===== src/hw/rtl/stick_gesture_arm_control_defines.svh =====
// Assertion macros shared by the stick gesture arm control RTL.
`ifndef STICK_GESTURE_ARM_CONTROL_DEFINES_SVH
`define STICK_GESTURE_ARM_CONTROL_DEFINES_SVH

`ifndef ASSERT_OFF
`define SGAC_ASSERT(lbl, prop, msg) \
  lbl: assert property (@(posedge clk) disable iff (!rst_n) prop) else $error(msg);
`define SGAC_ASSERT_ANY(lbl, prop, msg) \
  lbl: assert property (@(posedge clk) prop) else $error(msg);
`else
`define SGAC_ASSERT(lbl, prop, msg)
`define SGAC_ASSERT_ANY(lbl, prop, msg)
`endif

`endif


===== src/hw/rtl/sgac_pkg.sv =====
// Shared types and constants for the stick gesture arm control block.
package sgac_pkg;

  localparam int NUM_CHANNELS = 4;
  localparam int POS_W        = 12;
  localparam int MIN_POS_W    = 11;
  localparam int COUNT_W      = 4;
  localparam int PATTERN_W    = 64;
  localparam int KINDS_W      = 16;
  localparam int CODE_W       = 2;
  localparam int CMD_SLOTS    = 8;
  localparam int CMD_BITS     = NUM_CHANNELS * CODE_W;
  localparam int CFG_DATA_W   = 64;
  localparam int CFG_IDX_W    = 2;

  localparam logic [MIN_POS_W-1:0] MIN_POS_RESET = MIN_POS_W'(1638);

  localparam logic [CODE_W-1:0] PAT_IGNORE = 2'd0;
  localparam logic [CODE_W-1:0] PAT_POS    = 2'd1;
  localparam logic [CODE_W-1:0] PAT_NEG    = 2'd2;

  localparam logic [CODE_W-1:0] KIND_ARM    = 2'd0;
  localparam logic [CODE_W-1:0] KIND_DISARM = 2'd1;
  localparam logic [CODE_W-1:0] KIND_TOGGLE = 2'd2;

  typedef enum logic [CFG_IDX_W-1:0] {
    REG_MIN_POSITION     = 2'd0,
    REG_COMMAND_COUNT    = 2'd1,
    REG_COMMAND_PATTERNS = 2'd2,
    REG_COMMAND_KINDS    = 2'd3
  } cfg_reg_t;

  typedef logic signed [POS_W-1:0] pos_t;

  typedef struct packed {
    pos_t chan0_pos;
    pos_t chan1_pos;
    pos_t chan2_pos;
    pos_t chan3_pos;
  } in_item_t;

  typedef struct packed {
    logic                 armed_flag;
    logic [CMD_SLOTS-1:0] fired_mask;
    logic                 arm_changed;
  } out_item_t;

endpackage


===== src/hw/rtl/sgac_in_if.sv =====
// Input channel carrying one set of four stick positions per item.
interface sgac_in_if;
  import sgac_pkg::*;

  logic valid;
  logic ready;
  pos_t chan0_pos;
  pos_t chan1_pos;
  pos_t chan2_pos;
  pos_t chan3_pos;

  modport source (output valid, output chan0_pos, output chan1_pos,
                  output chan2_pos, output chan3_pos, input ready);
  modport sink   (input valid, input chan0_pos, input chan1_pos,
                  input chan2_pos, input chan3_pos, output ready);
endinterface


===== src/hw/rtl/sgac_out_if.sv =====
// Result channel carrying the arm state and fired commands per item.
interface sgac_out_if;
  import sgac_pkg::*;

  logic                 valid;
  logic                 ready;
  logic                 armed_flag;
  logic [CMD_SLOTS-1:0] fired_mask;
  logic                 arm_changed;

  modport source (output valid, output armed_flag, output fired_mask,
                  output arm_changed, input ready);
  modport sink   (input valid, input armed_flag, input fired_mask,
                  input arm_changed, output ready);
endinterface


===== src/hw/rtl/stick_gesture_arm_control.sv =====
// Stick gesture arm control: one item is accepted per cycle when the result side
// takes its items. The item is captured in an input register; from there all
// commands are matched in parallel and the ordered arm/disarm/toggle chain across
// the commands resolves in one pass into the result register, which also updates
// the per-command edge state and the armed flag. Configuration writes take effect
// at once.
`include "stick_gesture_arm_control_defines.svh"

module stick_gesture_arm_control #(
  parameter int MAX_COMMANDS = 8
) (
  input  logic                           clk,
  input  logic                           rst_n,
  sgac_in_if.sink                        in_ch,
  sgac_out_if.source                     out_ch,
  input  logic                           cfg_we,
  input  logic [sgac_pkg::CFG_IDX_W-1:0] cfg_index,
  input  logic [sgac_pkg::CFG_DATA_W-1:0] cfg_wdata
);
  import sgac_pkg::*;

  logic [MIN_POS_W-1:0] min_position_r;
  logic [COUNT_W-1:0]   command_count_r;
  logic [PATTERN_W-1:0] command_patterns_r;
  logic [KINDS_W-1:0]   command_kinds_r;

  logic     s1_valid_r;
  in_item_t s1_item_r;
  logic     out_valid_r;
  out_item_t out_item_r;

  logic [MAX_COMMANDS-1:0] active_r;
  logic [MAX_COMMANDS-1:0] active_nxt;
  logic                    armed_r;
  logic                    armed_nxt;
  logic [CMD_SLOTS-1:0]    fired_nxt;

  logic advance;
  logic in_take;
  logic load_result;

  pos_t                 pos     [NUM_CHANNELS];
  logic [POS_W-1:0]     mag     [NUM_CHANNELS];
  logic [MAX_COMMANDS-1:0] match;
  logic [COUNT_W-1:0]   eff_count;

  assign advance     = !out_valid_r || out_ch.ready;
  assign in_ch.ready = !s1_valid_r || advance;
  assign in_take     = in_ch.valid && in_ch.ready;
  assign load_result = advance && s1_valid_r;

  always_ff @(posedge clk) begin
    if (!rst_n) begin
      min_position_r     <= MIN_POS_RESET;
      command_count_r    <= '0;
      command_patterns_r <= '0;
      command_kinds_r    <= '0;
    end else if (cfg_we) begin
      case (cfg_reg_t'(cfg_index))
        REG_MIN_POSITION:     min_position_r     <= cfg_wdata[MIN_POS_W-1:0];
        REG_COMMAND_COUNT:    command_count_r    <= cfg_wdata[COUNT_W-1:0];
        REG_COMMAND_PATTERNS: command_patterns_r <= cfg_wdata[PATTERN_W-1:0];
        REG_COMMAND_KINDS:    command_kinds_r    <= cfg_wdata[KINDS_W-1:0];
        default: ;
      endcase
    end
  end

  always_ff @(posedge clk) begin
    if (!rst_n) begin
      s1_valid_r <= 1'b0;
    end else if (in_ch.ready) begin
      s1_valid_r <= in_ch.valid;
    end
  end

  always_ff @(posedge clk) begin
    if (in_take) begin
      s1_item_r.chan0_pos <= in_ch.chan0_pos;
      s1_item_r.chan1_pos <= in_ch.chan1_pos;
      s1_item_r.chan2_pos <= in_ch.chan2_pos;
      s1_item_r.chan3_pos <= in_ch.chan3_pos;
    end
  end

  assign pos[0] = s1_item_r.chan0_pos;
  assign pos[1] = s1_item_r.chan1_pos;
  assign pos[2] = s1_item_r.chan2_pos;
  assign pos[3] = s1_item_r.chan3_pos;

  always_comb begin
    for (int c = 0; c < NUM_CHANNELS; c++) begin
      mag[c] = pos[c][POS_W-1] ? (~pos[c] + 1'b1) : pos[c];
    end
  end

  always_comb begin
    logic [CODE_W-1:0] code;
    logic              deflected;
    for (int k = 0; k < MAX_COMMANDS; k++) begin
      match[k] = 1'b1;
      for (int c = 0; c < NUM_CHANNELS; c++) begin
        code      = command_patterns_r[k*CMD_BITS + c*CODE_W +: CODE_W];
        deflected = mag[c] >= {1'b0, min_position_r};
        if (code == PAT_POS) begin
          if (!deflected || pos[c][POS_W-1]) begin
            match[k] = 1'b0;
          end
        end else if (code == PAT_NEG) begin
          if (!deflected || (!pos[c][POS_W-1] && pos[c] != '0)) begin
            match[k] = 1'b0;
          end
        end
      end
    end
  end

  assign eff_count = (command_count_r > COUNT_W'(MAX_COMMANDS)) ?
                     COUNT_W'(MAX_COMMANDS) : command_count_r;

  always_comb begin
    logic [CODE_W-1:0] kind;
    active_nxt = active_r;
    armed_nxt  = armed_r;
    fired_nxt  = '0;
    for (int k = 0; k < MAX_COMMANDS; k++) begin
      kind = command_kinds_r[k*CODE_W +: CODE_W];
      if (COUNT_W'(k) < eff_count) begin
        if (match[k]) begin
          if (!active_r[k]) begin
            fired_nxt[k]  = 1'b1;
            active_nxt[k] = 1'b1;
            case (kind)
              KIND_ARM:    armed_nxt = 1'b1;
              KIND_DISARM: armed_nxt = 1'b0;
              KIND_TOGGLE: armed_nxt = !armed_nxt;
              default:     ;
            endcase
          end
        end else begin
          active_nxt[k] = 1'b0;
        end
      end
    end
  end

  always_ff @(posedge clk) begin
    if (!rst_n) begin
      active_r    <= '0;
      armed_r     <= 1'b0;
      out_valid_r <= 1'b0;
    end else if (advance) begin
      out_valid_r <= s1_valid_r;
      if (s1_valid_r) begin
        active_r <= active_nxt;
        armed_r  <= armed_nxt;
      end
    end
  end

  always_ff @(posedge clk) begin
    if (load_result) begin
      out_item_r.armed_flag  <= armed_nxt;
      out_item_r.fired_mask  <= fired_nxt;
      out_item_r.arm_changed <= armed_nxt != armed_r;
    end
  end

  assign out_ch.valid       = out_valid_r;
  assign out_ch.armed_flag  = out_item_r.armed_flag;
  assign out_ch.fired_mask  = out_item_r.fired_mask;
  assign out_ch.arm_changed = out_item_r.arm_changed;

  `SGAC_ASSERT(a_armed_tracks_result, out_valid_r |-> (out_item_r.armed_flag == armed_r), "Result arm state differs from the held arm state.")
  `SGAC_ASSERT(a_change_needs_fire, (out_valid_r && out_item_r.arm_changed) |-> (out_item_r.fired_mask != '0), "Arm state changed with no command fired.")
  `SGAC_ASSERT(a_fired_is_active, out_valid_r |-> ((out_item_r.fired_mask[MAX_COMMANDS-1:0] & ~active_r) == '0), "A fired command is not marked active.")
  `SGAC_ASSERT(a_stall_blocks_input, (s1_valid_r && out_valid_r && !out_ch.ready) |-> !in_ch.ready, "Input taken while both stages are stalled.")

endmodule

===== src/flat_wrapper.sv =====
// flat-port wrapper written by rule: the top's interface ports become plain ports
module stick_gesture_arm_control_flat import sgac_pkg::*;
#(
  parameter int MAX_COMMANDS = 8
)
  (clk, rst_n, cfg_we, cfg_index, cfg_wdata, in_ch_valid, in_ch_chan0_pos, in_ch_chan1_pos, in_ch_chan2_pos, in_ch_chan3_pos, in_ch_ready, out_ch_valid, out_ch_armed_flag, out_ch_fired_mask, out_ch_arm_changed, out_ch_ready);
  sgac_in_if in_ch_i ();
  sgac_out_if out_ch_i ();
  input  logic clk;
  input  logic rst_n;
  input  logic cfg_we;
  input  logic [sgac_pkg::CFG_IDX_W-1:0] cfg_index;
  input  logic [sgac_pkg::CFG_DATA_W-1:0] cfg_wdata;
  input wire logic [$bits(in_ch_i.valid)-1:0] in_ch_valid;
  input wire logic [$bits(in_ch_i.chan0_pos)-1:0] in_ch_chan0_pos;
  input wire logic [$bits(in_ch_i.chan1_pos)-1:0] in_ch_chan1_pos;
  input wire logic [$bits(in_ch_i.chan2_pos)-1:0] in_ch_chan2_pos;
  input wire logic [$bits(in_ch_i.chan3_pos)-1:0] in_ch_chan3_pos;
  output wire logic [$bits(in_ch_i.ready)-1:0] in_ch_ready;
  output wire logic [$bits(out_ch_i.valid)-1:0] out_ch_valid;
  output wire logic [$bits(out_ch_i.armed_flag)-1:0] out_ch_armed_flag;
  output wire logic [$bits(out_ch_i.fired_mask)-1:0] out_ch_fired_mask;
  output wire logic [$bits(out_ch_i.arm_changed)-1:0] out_ch_arm_changed;
  input wire logic [$bits(out_ch_i.ready)-1:0] out_ch_ready;
  assign in_ch_i.valid = in_ch_valid;
  assign in_ch_i.chan0_pos = in_ch_chan0_pos;
  assign in_ch_i.chan1_pos = in_ch_chan1_pos;
  assign in_ch_i.chan2_pos = in_ch_chan2_pos;
  assign in_ch_i.chan3_pos = in_ch_chan3_pos;
  assign in_ch_ready = in_ch_i.ready;
  assign out_ch_valid = out_ch_i.valid;
  assign out_ch_armed_flag = out_ch_i.armed_flag;
  assign out_ch_fired_mask = out_ch_i.fired_mask;
  assign out_ch_arm_changed = out_ch_i.arm_changed;
  assign out_ch_i.ready = out_ch_ready;
  stick_gesture_arm_control #(.MAX_COMMANDS(MAX_COMMANDS)) u_core (.clk(clk), .rst_n(rst_n), .in_ch(in_ch_i), .out_ch(out_ch_i), .cfg_we(cfg_we), .cfg_index(cfg_index), .cfg_wdata(cfg_wdata));
endmodule

===== config.mk =====
export PLATFORM = sky130hd
export DESIGN_NAME = stick_gesture_arm_control_flat
export DESIGN_NICKNAME = d
export VERILOG_FILES = /design/src/hw/rtl/sgac_pkg.sv /design/src/hw/rtl/sgac_in_if.sv /design/src/hw/rtl/sgac_out_if.sv /design/src/hw/rtl/stick_gesture_arm_control.sv /design/src/flat_wrapper.sv
export VERILOG_INCLUDE_DIRS = /design/src /design/src/hw/rtl
export SDC_FILE = /design/constraint.sdc
export NUM_CORES = 1
export LEC_CHECK = 0
export BUFFER_PORTS_ARGS = -buffer_cell sky130_fd_sc_hd__buf_2
export CAP_MARGIN = 10
export CORE_UTILIZATION = 50
export DETAILED_ROUTE_END_ITERATION = 6
export PLACE_DENSITY = 0.69
export SYNTH_ARGS = -nofsm -noshare
export SYNTH_HDL_FRONTEND = slang
export SYNTH_SLANG_ARGS = --single-unit
export TNS_END_PERCENT = 100

===== constraint.sdc =====
create_clock -name clk -period 10.61 [get_ports clk]
set_clock_uncertainty 0.15 [all_clocks]
set_input_delay 1.061 -clock clk [delete_from_list [all_inputs] [get_ports clk]]
set_output_delay 1.061 -clock clk [all_outputs]
set_load 0.005 [all_outputs]

# After elaboration in Yosys (flattened, before gate mapping)
# Cells that the tools add are included.
# Widths: inputs -> output; s select.
op_classes:
  addsub: 4
  magnitude_cmp: 13
  eq_ne: 84
  n_mux: 167
  bitwise_logic: 4
  reduce_logical: 68
op_table:
  columns: ["op", "n"]
  rows:
  - ["$mux 1", 154]
  - ["$eq 2x2->1 const B", 42]
  - ["$eq 2x1->1 const B", 41]
  - ["$add 12x1->12 const B", 4]
  - ["$ge 12x11->1", 4]
  - ["$mux 12", 4]
  - ["$not 12->12", 4]
  - ["$reduce_bool 12->1", 4]
  - ["$reduce_and 2->1", 13]
  - ["$pmux 1 s3", 8]
  - ["$reduce_and 3->1", 8]
  - ["$logic_not 1->1", 18]
  - ["$logic_not 2->1", 9]
  - ["$lt 3x4->1 const A", 4]
  - ["$logic_or 1x1->1", 10]
  - ["$lt 1x4->1 const A", 2]
  - ["$lt 2x4->1 const A", 2]
  - ["$logic_and 1x1->1", 6]
  - ["$gt 4x4->1 const B", 1]
  - ["$mux 4", 1]
  - ["$ne 1x1->1", 1]
word_totals:
  ff_bits: 164
  input_bits: 119
  output_inout_bits: 12

# Longest topological paths before layout
# Gate-level depths: netlist (run 1).
depth:
  depth_word: 56
  depth_mapped: 25
  mapped_depth_nobuf: 24

# Worst setup path after synthesis (run 1)
# OpenSTA, ideal clock, no wires.
synth_path:
  kind: "flip-flop to flip-flop"
  from: "register u_core.s1_item_r (netlist bit u_core.pos[5])"
  to: "register u_core.out_ch.arm_changed (netlist name)"
  setup_time_ps: 258
  arrival_time_ps: 5691
  t_required_ps: 10202
  slack_ps: 4511
  stages_incl_launch_ff: 22
  n_path_buf: 0
  synth_period_minus_slack_ps: 6099
  cell_sequence: "edfxtp_1 -> or4_1 -> or2_2 -> o31ai_1 -> xnor2_1 -> ha_1 -> and4_1 -> a41o_1 -> a31oi_1 -> a311oi_1 -> nor3_1 -> a31oi_1 -> o2111ai_2 -> and4_4 -> o31a_1 -> or3_1 -> o211a_1 -> o311a_1 -> nor4_4 -> o221ai_1 -> nor2b_4 -> xnor2_1"
synth_via:
  elab_chain_cells: 47
synth_lines:
  columns: ["element", "line_no", "text"]
  rows:
  - ["from (decl)", "stick_gesture_arm_control.sv:28", "in_item_t s1_item_r;"]
  - ["$not 12->12", "stick_gesture_arm_control.sv:93", "mag[c] = pos[c][POS_W-1] ? (~pos[c] + 1'b1) : pos[c];"]
  - ["$add 12x1->12", "stick_gesture_arm_control.sv:93", null]
  - ["$mux 12", "stick_gesture_arm_control.sv:93", null]
  - ["$ge 12x11->1", "stick_gesture_arm_control.sv:104", "deflected = mag[c] >= {1'b0, min_position_r};"]
  - ["$logic_not 1->1", "stick_gesture_arm_control.sv:106, stick_gesture_arm_control.sv:110", null]
  - ["$logic_or 1x1->1", "stick_gesture_arm_control.sv:110", "if (!deflected || (!pos[c][POS_W-1] && pos[c] != '0)) begin"]
  - ["$mux 1", "stick_gesture_arm_control.sv:110", null]
  - ["$mux 1", "stick_gesture_arm_control.sv:109", "end else if (code == PAT_NEG) begin"]
  - ["[31 not listed]", null, null]
  - ["$mux 1", "stick_gesture_arm_control.sv:129", "if (match[k]) begin"]
  - ["$mux 1", "stick_gesture_arm_control.sv:128", "if (COUNT_W'(k) < eff_count) begin"]
  - ["$logic_not 1->1", "stick_gesture_arm_control.sv:136", "KIND_TOGGLE: armed_nxt = !armed_nxt;"]
  - ["$pmux 1 s3", "stick_gesture_arm_control.sv:133", "case (kind)"]
  - ["$mux 1", "stick_gesture_arm_control.sv:130", "if (!active_r[k]) begin"]
  - ["$mux 1", "stick_gesture_arm_control.sv:129", null]
  - ["$mux 1 (*)", "stick_gesture_arm_control.sv:128", null]
  - ["$ne 1x1->1 (*)", "stick_gesture_arm_control.sv:165", "out_item_r.arm_changed <= armed_nxt != armed_r;"]
# Every way passes the cells marked *; elsewhere a longest branch is shown, timed or not.
# A chain may end at the register's enable or synchronous reset.

# Worst setup path after layout (run 1)
layout_path:
  from: "register u_core.s1_item_r (netlist bit u_core.pos[5])"
  to: "register u_core.out_ch.arm_changed (netlist name)"
layout_via:
  elab_chain_cells: 47
layout_lines:
  columns: ["element", "line_no"]
  rows:
  - ["$not 12->12", "stick_gesture_arm_control.sv:93"]
  - ["$add 12x1->12", "stick_gesture_arm_control.sv:93"]
  - ["$mux 12", "stick_gesture_arm_control.sv:93"]
  - ["$ge 12x11->1", "stick_gesture_arm_control.sv:104"]
  - ["$logic_not 1->1", "stick_gesture_arm_control.sv:106, stick_gesture_arm_control.sv:110"]
  - ["$logic_or 1x1->1", "stick_gesture_arm_control.sv:110"]
  - ["$mux 1", "stick_gesture_arm_control.sv:110"]
  - ["$mux 1", "stick_gesture_arm_control.sv:109"]
  - ["[31 not listed]", null]
  - ["$mux 1", "stick_gesture_arm_control.sv:129"]
  - ["$mux 1", "stick_gesture_arm_control.sv:128"]
  - ["$logic_not 1->1", "stick_gesture_arm_control.sv:136"]
  - ["$pmux 1 s3", "stick_gesture_arm_control.sv:133"]
  - ["$mux 1", "stick_gesture_arm_control.sv:130"]
  - ["$mux 1", "stick_gesture_arm_control.sv:129"]
  - ["$mux 1 (*)", "stick_gesture_arm_control.sv:128"]
  - ["$ne 1x1->1 (*)", "stick_gesture_arm_control.sv:165"]
# Marks and branches as above.

==> metrics.md, run 1 <==
| Metric | Value |
|---|---|
| EDFF count, synth | 58 |
| Maximum capacitance violations | 0 |
| First-pass GRT wire length | 34.85 mm |
| PnR worst setup slack | 3.940 ns |
| Clock sink count | 164 |
| Reg area | 0.003864 mm^2 |
| Number of antenna violations at the first check in global routing | 0 |
| Post-cts gate resize count | 0 |
| Transition time at the pin with the least slew margin | 1.059 ns |
| Critical Path Start | u_core.pos[5] |
| Required time at the endpoint of the critical path | 10.64 ns |
| Critical R2R Capture | u_core.out_ch.arm_changed |
| Final instance area | 0.01038 mm^2 |
| Sequential fraction of design power | 0.465 |
| Clock period minus worst slack | 6.670 ns |
| Total Neg Setup Slack | 0 ns |
| CTS tree | yes |
| Outcome | completed |
| Layout overhead on the synthesized area | 15.52% |
| Cells on worst reg2reg path | 21 |
| Hold slack final | 0.3144 ns |
| Pin count of the biggest net entering global routing | 107 |
| Number of port buffers | 130 |
| Endpoint arrival time on the critical path | 6.70 ns |
| Setup repair after global routing missed its margin | no |
| Max rail drop VDD | 116.4 uV |
| Netlist cell types | 81 |
| Minimum setup slack among reg-to-reg paths | 3.94 ns |
| Number of placement rows | 48 |
| Number of hold violations in the final report | 0 |
| Global Route Usage Sum | 0.2458 |
| Initial DRT Pass Iterations | 5 |
| Slew headroom | 0.2940 |
| Leading area contributor after synthesis | dfxtp_1 |
| Number of cells produced by synthesis | 983 |
| Drt drc | 0 |
| Period Utilization, post-route | 0.6286 |
| Number of vias after detailed routing | 7304 |
| Proportion of register bits with asynchronous set or reset after synthesis | 0 |
| Setup slack after placement | 3.966 ns |
| Finish-stage setup viols | 0 |
| Average cell area after synthesis | 9.136 um^2 |
| Vias in the first global route | 6982 |
| Classification of the worst-slack hold path | flip-flop to flip-flop |
| Achievable clock frequency | 0.1499 GHz |
| DR vias/cell | 5.459 |
| Syn_nets | 1150 |
| Die Height | 136.0 um |
| Last element of the critical path | u_core.out_ch.arm_changed |
| Portion of synthesized cell area occupied by the leading cell type | 0.2363 |
| Warnings from Yosys | 0 |
| Sw Share | 0.2721 |
| Filler cell count | 1588 |
| Cts hold-fix bufs | 0 |
| Final Routed Wirelength | 21.17 mm |
| Sequential cell area fraction in the yosys report | 0.4302 |
| CTS clk-pin slew, worst paths | 0.07 ns |
| Die Span X | 136.0 um |
| Full die area | 0.01850 mm^2 |
| Combinational cell fraction of total power | 0.142 |
| Ranking of synthesized cells by area | dfxtp_1 24%, edfxtp_1 19%, nand2_1 8.9% |
| GRT overflow | 0 |
| Number of standard cells in the final layout excluding fillers | 1338 |
| Startpoint kind of the worst setup timing path | flip-flop |
| Top-Level Pins | 131 |
| Total cell area at the placement stage | 0.009803 mm^2 |
| Fraction of final layout cells with drive strength greater than 1 | 0.1761 |
| Placed cells | 1306 |
| Syn Std Cell Area | 0.008981 mm^2 |
| Largest fanout on the critical path | 7 |
| Synth Register Bits | 164 |
| Number of buffers added for setup after CTS | 0 |
| Pwr Density | 146.2 mW/mm^2 |
| Max clock buf depth | 2 |
| Library cell used as clock root buffer | clkbuf_16 |
| Total power consumption of the routed design | 1.517 mW |
| Worst setup EP type | flip-flop |
| Iteration-0 DRC count of the detailed router | 470 |
| Antenna fix cells | 0 |
| Critical Setup Path Class | flip-flop to flip-flop |
| Most used flip-flop cell after synthesis | dfxtp_1 |
| Number of routed nets with antenna violations | 0 |
| Core outline area | 0.01742 mm^2 |
| Number of CTS-inserted buffers | 17 |
| Dpl hpwl | 15.57 mm |
| Power Internal | 1.104 mW |
| Average wire per cell in the routed design | 15.82 um |
| Final weighted congestion in routability-driven placement | 0.9313 |
| Effective utilization at floorplan | 0.5157 |
| Share of the core filled with cells | 0.5957 |
| Launching point of the worst reg2reg path | u_core.pos[5] |
| Slew Limit Fails | 0 |
| Htree depth | 4 |
| # nets final | 1267 |
| Psw | 0.4127 mW |
| Reported leakage power | 4.036 nW |
| Area taken by multi-input logic gates | 0.004793 mm^2 |
| Share of total power in the clock network | 0.394 |
| Clock latency at the later pin of the worst-skew pair | 0.43 ns |
[area by class of cell]
cell class / instances / share of cell area
timing repair buffer: 136 / 0.06705
sequential: 164 / 0.3724
clock inverter: 15 / 0.01411
multi-input combinational: 736 / 0.4620
clock buffer: 17 / 0.04100
tap: 225 / 0.02713
inverter: 45 / 0.01628
[kinds of logic (layout without fill, tap and decap cells)]
logic type,count (synthesis),after routing,synth area share
mux,4,4,0.004458
buf+inv,83,213,0.03636
fa+ha+maj,48,48,0.06687
simple gates,409,409,0.2329
xor+xnor,37,37,0.03608
compound gates,238,238,0.1931
flops,164,164,0.4302
[synthesized netlist by cell type, types with 3 or more instances]
library cell / n
a211oi_1: 7
a21boi_0: 87
a21o_1: 3
a21oi_1: 16
a22o_1: 3
a31oi_1: 15
and2_1: 9
and3_1: 4
and3b_1: 4
and4_1: 3
buf_1: 5
clkbuf_1: 31
dfxtp_1: 106
edfxtp_1: 58
ha_1: 48
inv_1: 43
mux2i_1: 4
nand2_1: 213
nand2b_1: 25
nand3_1: 11
nand3b_1: 7
nand4_1: 5
nor2_1: 26
nor2b_1: 21
nor3_1: 16
nor3b_1: 18
nor4_1: 12
nor4_4: 3
o211ai_1: 9
o21ai_0: 37
o22ai_1: 6
o31ai_1: 13
o41ai_1: 6
or2b_1: 3
or3_1: 9
or4_1: 3
xnor2_1: 37
[power groups by stage]
stage | Clock (mW) | Sequential [mW] | Combinational [mW]
2_1_floorplan | 0 | 0.710 | 0.147
3_3_place_gp | 0 | 0.718 | 0.209
3_5_place_dp | 0 | 0.719 | 0.214
4_1_cts | 0.609 | 0.705 | 0.215
5_1_grt | 0.638 | 0.709 | 0.244
6_report | 0.597 | 0.705 | 0.215
[how the worst min path moves through the flow]
| stage | startpoint | endpoint | slack (ns) | depth (start not counted) |
|---|---|---|---|---|
| final | u_core.command_patterns_r[30] | u_core.command_patterns_r[30] | 0.31 | 2 |
| after global routing | u_core.command_patterns_r[22] | u_core.command_patterns_r[22] | 0.34 | 2 |
| after CTS | u_core.command_patterns_r[30] | u_core.command_patterns_r[30] | 0.32 | 2 |
| after detailed placement | u_core.command_patterns_r[36] | u_core.command_patterns_r[36] | 0.31 | 2 |
| after global placement | u_core.min_position_r[4] | u_core.min_position_r[4] | 0.30 | 2 |
| after floorplan | u_core.command_patterns_r[6] | u_core.command_patterns_r[6] | 0.29 | 2 |
[sequential cells by signal, indices dropped and copies added, names as in the netlist]
signal and flops:
u_core.min_position_r 11, u_core.command_kinds_r 16, u_core.out_ch.valid 1, u_core.pos 48, u_core.out_ch.armed_flag 1, u_core.armed_r 1
u_core.command_count_r 4, u_core.out_ch.arm_changed 1, u_core.command_patterns_r 64, u_core.out_ch.fired_mask 8, u_core.active_r 8, u_core.s1_valid_r 1
[routing by layer]
| layer | GRT usage | wire, um | share of wire | vias up |
|---|---|---|---|---|
| met2 | 0.3937 | 9762 | 0.46 | 170 |
| li1 | - | - | - | 3741 |
| met4 | 0.07469 | 291 | 0.014 | 0 |
| met5 | 0 | 0 | 0 | - |
| met3 | 0.04661 | 1010 | 0.048 | 20 |
| met1 | 0.3347 | 10100 | 0.48 | 3373 |
[critical path, stage by stage (launching register included)]
cell and delay, ns:
edfxtp_1 0.43, or4_1 0.61, or2_2 0.31, o31ai_1 0.25, xnor2_1 0.17, ha_1 0.26
and4_1 0.21, a41o_1 0.24, a31oi_1 0.24, a31oi_1 0.14, a21oi_1 0.54, a31oi_1 0.25
a41o_1 0.36, and4_4 0.17, o31a_1 0.31, or3_1 0.38, o211a_1 0.29, o311a_1 0.39
nor4_4 0.25, o221ai_1 0.17, nor2b_4 0.17, xnor2_1 0.14
[cell usage in the layout, fill, tap and decap left out, types with 5 or more instances in the layout]
cell type / n
inv_6: 5
ha_1: 48
inv_1: 43
o41ai_1: 6
a21oi_1: 16
edfxtp_1: 58
nand2b_1: 25
o31ai_1: 13
and2_1: 8
nand4_1: 5
a211oi_1: 7
nor3b_1: 18
or3_1: 9
buf_2: 130
nor3_1: 16
dfxtp_1: 106
clkbuf_16: 17
nand3_1: 11
nand2_1: 213
nor2_1: 26
nand3b_1: 7
buf_4: 6
o22ai_1: 6
xnor2_1: 37
nor4_1: 12
a21boi_0: 87
a31oi_1: 15
o21ai_0: 37
nor2b_1: 21
o211ai_1: 9
Power figures use the tool's default switching activity.
==> run 2, diff against run 1 <==
Clock period 10.61 ns to 6.23 ns, I/O delays scaled along.
==> run 2 against run 1 <==
Power rose by 79%. Via count rose by 3.7%. Largest power group unchanged. Global-route usage fell by 0.45 points. Maximum frequency rose by 9.1%. Core utilization rose by 2.7 points. Critical path type unchanged. Flip-flop and latch count did not move. Combinational power rose by 91%. Sequential power rose by 70%. Critical endpoint unchanged. Final cell count rose by 1.6%. First-iteration DRC count rose by 0.64%.
==> metrics.md, run 2 (synthesized netlist as in run 1, its figures left out) <==
| Metric | Value |
|---|---|
| Outcome | completed |
| Top-Level Pins | 131 (unchanged) |
| Library cell used as clock root buffer | clkbuf_16 |
| Minimum setup slack among reg-to-reg paths | 0.12 ns (-3.82 ns) |
| Layout overhead on the synthesized area | 20.69% |
| Average wire per cell in the routed design | 15.99 um (+1.1%) |
| Largest stage delay on the critical path | 0.55 ns (-0.06 ns) |
| Number of flip-flops in the largest register | 64 (unchanged) |
| Period Utilization, post-route | 0.9809 (+0.3523) |
| Met1 Use GR | 0.3307 (-0.003930) |
| Antenna fix cells | 0 (unchanged) |
| Pin count of the biggest net entering global routing | 107 (unchanged) |
| CTS clk-pin slew, worst paths | 0.06 ns (about the same) |
| Classification of the worst-slack hold path | input pin to flip-flop |
| Number of port buffers | 130 (unchanged) |
| Clock sink count | 164 (unchanged) |
| Total cell area at the placement stage | 0.009923 mm^2 (+1.2%) |
| Maximum capacitance violations | 0 (unchanged) |
| First-pass GRT wire length | 34.56 mm (-0.85%) |
| Setup slack after placement | -0.03989 ns (-4.006 ns) |
| # nets final | 1290 (+1.8%) |
| Number of placement rows | 48 (unchanged) |
| Sink of the worst hold path | u_core.pos[36] |
| Critical Setup Path Class | flip-flop to flip-flop |
| Number of antenna violations at the first check in global routing | 1 (+1) |
| Effective utilization at floorplan | 0.5157 (unchanged) |
| Number of vias after detailed routing | 7571 (+3.7%) |
| Htree depth | 4 (unchanged) |
| Critical R2R Capture | u_core.out_ch.arm_changed |
| Series of cell instances along the critical path | or4_4 -> or2_2 -> o31ai_2 -> xnor2_1 -> ha_1 -> and4_1 -> a41o_1 -> a31oi_4 -> a311oi_2 -> buf_4 -> nor3_2 -> a31oi_2 -> a41o_1 -> buf_6 -> a32oi_2 -> a31oi_4 -> or3_4 -> o211a_4 -> o311a_4 -> nor4_4 -> o221ai_2 -> nor2b_4 -> xnor2_1 |
| Vias in the first global route | 6956 (-0.37%) |
| Largest fanout on the critical path | 7 (unchanged) |
| Endpoint arrival time on the critical path | 6.14 ns (-0.56 ns) |
| Share of the core filled with cells | 0.6223 (+0.02665) |
| Finish-stage setup viols | 0 (unchanged) |
| Most used routing layer in global routing | met2 |
| Total power consumption of the routed design | 2.718 mW (+79%) |
| Startpoint kind of the worst setup timing path | flip-flop |
| Cells on worst reg2reg path | 23 (+9.5%) |
| CTS tree | yes |
| Full die area | 0.01850 mm^2 (unchanged) |
| GRT overflow | 0 (unchanged) |
| Max clock buf depth | 2 (unchanged) |
| Cts hold-fix bufs | 0 (unchanged) |
| Iteration-0 DRC count of the detailed router | 473 (+0.64%) |
| Initial DRT Pass Iterations | 5 (unchanged) |
| Core outline area | 0.01742 mm^2 (unchanged) |
| Placed cells | 1322 (+1.2%) |
| Launching point of the worst reg2reg path | u_core.pos[6] |
| Reported leakage power | 4.230 nW (+4.8%) |
| Die Span X | 136.0 um (unchanged) |
| Transition time at the pin with the least slew margin | 1.097 ns (+0.03758 ns) |
| Final instance area | 0.01084 mm^2 (+4.5%) |
| Final Routed Wirelength | 21.75 mm (+2.8%) |
| Number of routed nets with antenna violations | 0 (unchanged) |
| Worst setup EP type | flip-flop |
| Total Neg Setup Slack | 0 ns (unchanged) |
| Final weighted congestion in routability-driven placement | 0.8979 (-3.6%) |
| Number of CTS-inserted buffers | 17 (unchanged) |
| Drt drc | 0 (unchanged) |
| Number of standard cells in the final layout excluding fillers | 1360 (+1.6%) |
| Dpl hpwl | 15.43 mm (-0.87%) |
| Largest Register | u_core.command_patterns_r |
| Clock period minus worst slack | 6.111 ns (-0.5587 ns) |
| Source of the worst hold timing path | in_ch_chan0_pos[0] |
| Commonest cells after routing, fill and taps aside | 213 x nand2_1, 130 x buf_2, 106 x dfxtp_1 |
| Fraction of final layout cells with drive strength greater than 1 | 0.2194 (+0.04328) |
| WHS Path Cells | 1 (-1) |
| DR vias/cell | 5.567 (+2.0%) |
| Slew headroom | 0.2689 (-0.02506) |
| PnR worst setup slack | 0.1190 ns (-3.821 ns) |
| Clock latency at the later pin of the worst-skew pair | 0.43 ns (about the same) |
| Hold slack final | 0.2127 ns (-0.1018 ns) |
| Max rail drop VDD | 222.2 uV (+91%) |
| GR met3 Demand/Resource | 0.04362 (-0.002983) |
| Slew Limit Fails | 0 (unchanged) |
| Global-route track usage on met2 | 0.3799 (-0.01382) |
| Achievable clock frequency | 0.1636 GHz (+9.1%) |
| Most common library cell in the layout ignoring fill and taps | nand2_1 |
| Required time at the endpoint of the critical path | 6.26 ns (-4.38 ns) |
| Global Route Usage Sum | 0.2413 (-0.004489) |
| Slowest CP cell | or4_4 |
| Pwr Density | 250.8 mW/mm^2 (+72%) |
| Number of hold violations in the final report | 0 (unchanged) |
| Die Height | 136.0 um (unchanged) |
run 2: cell count changes in the layout (fill, tap and decap cells not counted), moves of 3 or more:
| cell | change |
|---|---|
| clkinv_4 | -3 |
| clkbuf_16 | +3 |
| o21ai_0 | -3 |
| nor4_1 | -5 |
| nor4_2 | +5 |
| a31oi_1 | -4 |
| inv_6 | -5 |
| buf_4 | +21 |
run 2: final cells by class:
class	count	area [um^2]
timing repair buffer	159	875.8
tap	225	281.5
inverter	45	168.9
sequential	164	3864
multi-input combinational	736	5022
fill	1492	6578
clock inverter	5	81.33
clock buffer	26	545.5
run 2: report_power, final:
part           leakage (nW)  switching (mW)  internal, mW
Sequential             1.42          0.0410          1.16
Clock                 0.313           0.421         0.686
Combinational          2.49           0.225         0.185
run 2: worst max path at each step:
stage | from | to | depth (start not counted)
finish | u_core.pos[6] | u_core.out_ch.arm_changed | 23
detailed placement | u_core.pos[5] | u_core.out_ch.arm_changed | 23
global placement | u_core.pos[5] | u_core.out_ch.arm_changed | 23
CTS | u_core.pos[41] | u_core.out_ch.arm_changed | 21
global route | u_core.pos[6] | u_core.out_ch.arm_changed | 23
floorplan | u_core.pos[5] | u_core.out_ch.arm_changed | 21
run 2: what timing repair did:
| item | 4_1_cts | 5_1_grt |
|---|---|---|
| buffers inserted | 0 | 8 |
| setup endpoints to repair | 1 | 3 |
| gates resized for setup | 4 | 41 |
| pin swaps | 0 | 21 |
run 2: layer usage:
layer  part of all wire  vias to the layer above  wire [um]
met3              0.049                       35       1068
met1               0.47                     3557      10300
met4              0.021                        0        460
met2               0.46                      193       9922
li1                   -                     3786          -
met5                  0                        -          0
run 2: worst max-delay path: cells and delay by family, from the launching register on:
kind,cells,cell delay [ns]
fa+ha+maj,1,0.26
simple gates,7,2.10
flops,1,0.42
compound gates,11,2.30
xor+xnor,2,0.29
buf+inv,2,0.34
==> run 3, diff against run 2 <==
Settings changed: CORE_MARGIN set to 4, TNS_END_PERCENT 100 to 1.
==> run 3 against run 2 <==
Global-route usage is 1.9 points lower. Setup slack better by 0.086 ns. Sequential power hardly changed. Critical path depth is 1 lower. Clock power is 7% lower. Power is 2.5% lower. Register-to-register slack better by 0.09 ns. Critical endpoint unchanged.
==> metrics.md, run 3 (synthesized netlist as in run 1, its figures left out) <==
| Metric | Value |
|---|---|
| Outcome | completed |
| Required time at the endpoint of the critical path | 6.27 ns (about the same) |
| Commonest cells after routing, fill and taps aside | 213 x nand2_1, 130 x buf_2, 106 x dfxtp_1 |
| Initial DRT Pass Iterations | 5 (unchanged) |
| Endpoint arrival time on the critical path | 6.06 ns (-0.08 ns) |
| Largest stage delay on the critical path | 0.57 ns (+0.02 ns) |
| GRT overflow | 0 (unchanged) |
| Layout overhead on the synthesized area | 20.84% |
| Number of CTS-inserted buffers | 17 (unchanged) |
| Vias in the first global route | 7208 (+3.6%) |
| WHS Path Cells | 1 (unchanged) |
| Crit-path leading delay family | simple AND/OR/NAND/NOR gates |
| Critical R2R Capture | u_core.out_ch.arm_changed |
| Filler cell count | 1521 (+1.9%) |
| Clock latency at the later pin of the worst-skew pair | 0.44 ns (about the same) |
| Final instance area | 0.01085 mm^2 (+0.13%) |
| Top-Level Pins | 131 (unchanged) |
| Total number of cells along the worst setup path | 22 (-4.3%) |
| CTS clk-pin slew, worst paths | 0.07 ns (about the same) |
| Total cell area at the placement stage | 0.009973 mm^2 (+0.50%) |
| Finish-stage setup viols | 0 (unchanged) |
| Reg area | 0.003864 mm^2 (unchanged) |
| Total power consumption of the routed design | 2.649 mW (-2.5%) |
| Worst setup EP type | flip-flop |
| Number of port buffers | 130 (unchanged) |
| Source of the worst hold timing path | in_ch_chan1_pos[4] |
| Reported leakage power | 4.230 nW (about the same) |
| Slowest CP cell | or4_4 |
| Number of placement rows | 48 (unchanged) |
| Slew headroom | 0.2751 (+0.006169) |
| Startpoint kind of the worst setup timing path | flip-flop |
| Most common library cell in the layout ignoring fill and taps | nand2_1 |
| Cells on worst reg2reg path | 22 (-4.3%) |
| Area taken by multi-input logic gates | 0.005030 mm^2 (+0.15%) |
| Cts hold-fix bufs | 0 (unchanged) |
| Sink of the worst hold path | u_core.pos[28] |
| DR vias/cell | 5.533 (-0.60%) |
| Die Height | 142.0 um (+4.4%) |
| Core outline area | 0.01748 mm^2 (+0.35%) |
| Global Route Usage Sum | 0.2224 (-0.01897) |
| Total Neg Setup Slack | 0 ns (unchanged) |
| Final weighted congestion in routability-driven placement | 0.8751 (-2.5%) |
| Die Span X | 142.0 um (+4.4%) |
| Launching point of the worst reg2reg path | u_core.pos[42] |
| Fraction of final layout cells with drive strength greater than 1 | 0.2268 (+0.007412) |
| Iteration-0 DRC count of the detailed router | 532 (+12%) |
| Htree depth | 4 (unchanged) |
| Pwr Density | 244.1 mW/mm^2 (-2.7%) |
| Combined buffer and inverter count along the critical path | 1 (-1) |
| Library cell used as clock root buffer | clkbuf_16 |
| Series of cell instances along the critical path | or4_4 -> or3_4 -> nand2_1 -> xnor2_1 -> ha_1 -> a21oi_1 -> nand2_1 -> or2_0 -> o32a_4 -> o22ai_4 -> nor4_4 -> a41o_1 -> buf_4 -> and4_4 -> o31a_1 -> or3_1 -> o211a_4 -> o311a_4 -> nor4_4 -> o221ai_1 -> nor2b_4 -> xnor2_1 |
| Average wire per cell in the routed design | 16.46 um (+2.9%) |
| Drt drc | 0 (unchanged) |
| Classification of the worst-slack hold path | input pin to flip-flop |
| Clock sink count | 164 (unchanged) |
| Clock period minus worst slack | 6.025 ns (-0.08563 ns) |
| Largest Register | u_core.command_patterns_r |
| Pin count of the biggest net entering global routing | 107 (unchanged) |
| Placed cells | 1327 (+0.38%) |
| Critical Setup Path Class | flip-flop to flip-flop |
| Antenna fix cells | 0 (unchanged) |
| Number of antenna violations at the first check in global routing | 0 (-1) |
| Effective utilization at floorplan | 0.5139 (-0.001772) |
| Max clock buf depth | 2 (unchanged) |
| PnR worst setup slack | 0.2046 ns (+0.08563 ns) |
| Full die area | 0.02017 mm^2 (+9.0%) |
| Minimum setup slack among reg-to-reg paths | 0.20 ns (+0.09 ns) |
| CTS tree | yes |
| # nets final | 1296 (+0.47%) |
| Slew Limit Fails | 0 (unchanged) |
| Setup slack after placement | -0.01468 ns (+0.02521 ns) |
| Number of standard cells in the final layout excluding fillers | 1367 (+0.51%) |
| Achievable clock frequency | 0.1660 GHz (+1.4%) |
| Final Routed Wirelength | 22.50 mm (+3.4%) |
| Transition time at the pin with the least slew margin | 1.087 ns (-0.009254 ns) |
| Number of hold violations in the final report | 0 (unchanged) |
| First-pass GRT wire length | 35.87 mm (+3.8%) |
| Maximum capacitance violations | 0 (unchanged) |
| Dpl hpwl | 16.31 mm (+5.7%) |
| Number of routed nets with antenna violations | 0 (unchanged) |
| Period Utilization, post-route | 0.9672 (-0.01375) |
| Number of vias after detailed routing | 7564 (-0.092%) |
| Largest fanout on the critical path | 6 (-1) |
| Number of flip-flops in the largest register | 64 (unchanged) |
| Max rail drop VDD | 208.5 uV (-6.1%) |
==> run 3: changes by cell type in the layout (fill, tap and decap cells not counted), sizes merged <==
cell,previous run,this run
bufinv,2,1
clkbuf,26,17
buf,159,165
clkinvlp,0,2
clkinv,1,4
inv,47,53
==> run 3: per-layer routing <==
| layer | wire, um | up-vias | GRT usage |
|---|---|---|---|
| met4 | 411 | 0 | 0.07424 |
| met5 | 0 | - | 0 |
| met2 | 10230 | 232 | 0.3498 |
| met1 | 10380 | 3491 | 0.3085 |
| li1 | - | 3804 | - |
| met3 | 1476 | 37 | 0.04335 |
==> run 3: cell type report <==
type	count	share of cell area
clock buffer	17	0.03920
clock inverter	15	0.01337
inverter	45	0.01556
multi-input combinational	736	0.4635
sequential	164	0.3560
tap	225	0.02594
timing repair buffer	165	0.08647
==> run 3: worst reg2reg max path, cell delays in order, from the launching register on <==
cell and delay (ns):
edfxtp_1 0.41, or4_4 0.57, or3_4 0.42, nand2_1 0.09, xnor2_1 0.13, ha_1 0.27
a21oi_1 0.15, nand2_1 0.09, or2_0 0.22, o32a_4 0.35, o22ai_4 0.21, nor4_4 0.08
a41o_1 0.31, buf_4 0.17, and4_4 0.14, o31a_1 0.28, or3_1 0.39, o211a_4 0.27
o311a_4 0.36, nor4_4 0.27, o221ai_1 0.15, nor2b_4 0.16, xnor2_1 0.12
==> run 3: worst max-delay path by stage <==
stage                   start                         to  slack [ns]
4_1_cts        u_core.pos[17]  u_core.out_ch.arm_changed       0.001
3_5_place_dp    u_core.pos[6]  u_core.out_ch.arm_changed       -0.01
6_report       u_core.pos[42]  u_core.out_ch.arm_changed        0.20
5_1_grt        u_core.pos[17]  u_core.out_ch.arm_changed       -0.02
3_3_place_gp   u_core.pos[18]  u_core.out_ch.arm_changed        0.09
2_1_floorplan   u_core.pos[5]  u_core.out_ch.arm_changed        0.13
==> run 3: report_power, final <==
group	total, mW	switching (mW)	internal, mW	leakage, nW
registers	1.20	0.0410	1.16	1.42
logic	0.421	0.228	0.193	2.53
clock network	1.03	0.467	0.561	0.279
total	2.65	0.736	1.91	4.23
==> run 3: metrics by stage <==
step	hold slack, ns	util
CTS	0.1950	0.6044
global route	0.1963	0.6210
floorplan	0.2935	-
finish	0.2014	0.6210
detailed placement	0.3139	0.5707
global placement	0.3057	0.5707
==> run 3: repair_timing <==
| action | CTS | global route |
|---|---|---|
| setup buffers | 0 | 8 |
| resized for setup | 4 | 46 |
| cloned | 0 | 0 |
| setup endpoints to repair | 1 | 3 |
| pin swaps | 0 | 13 |
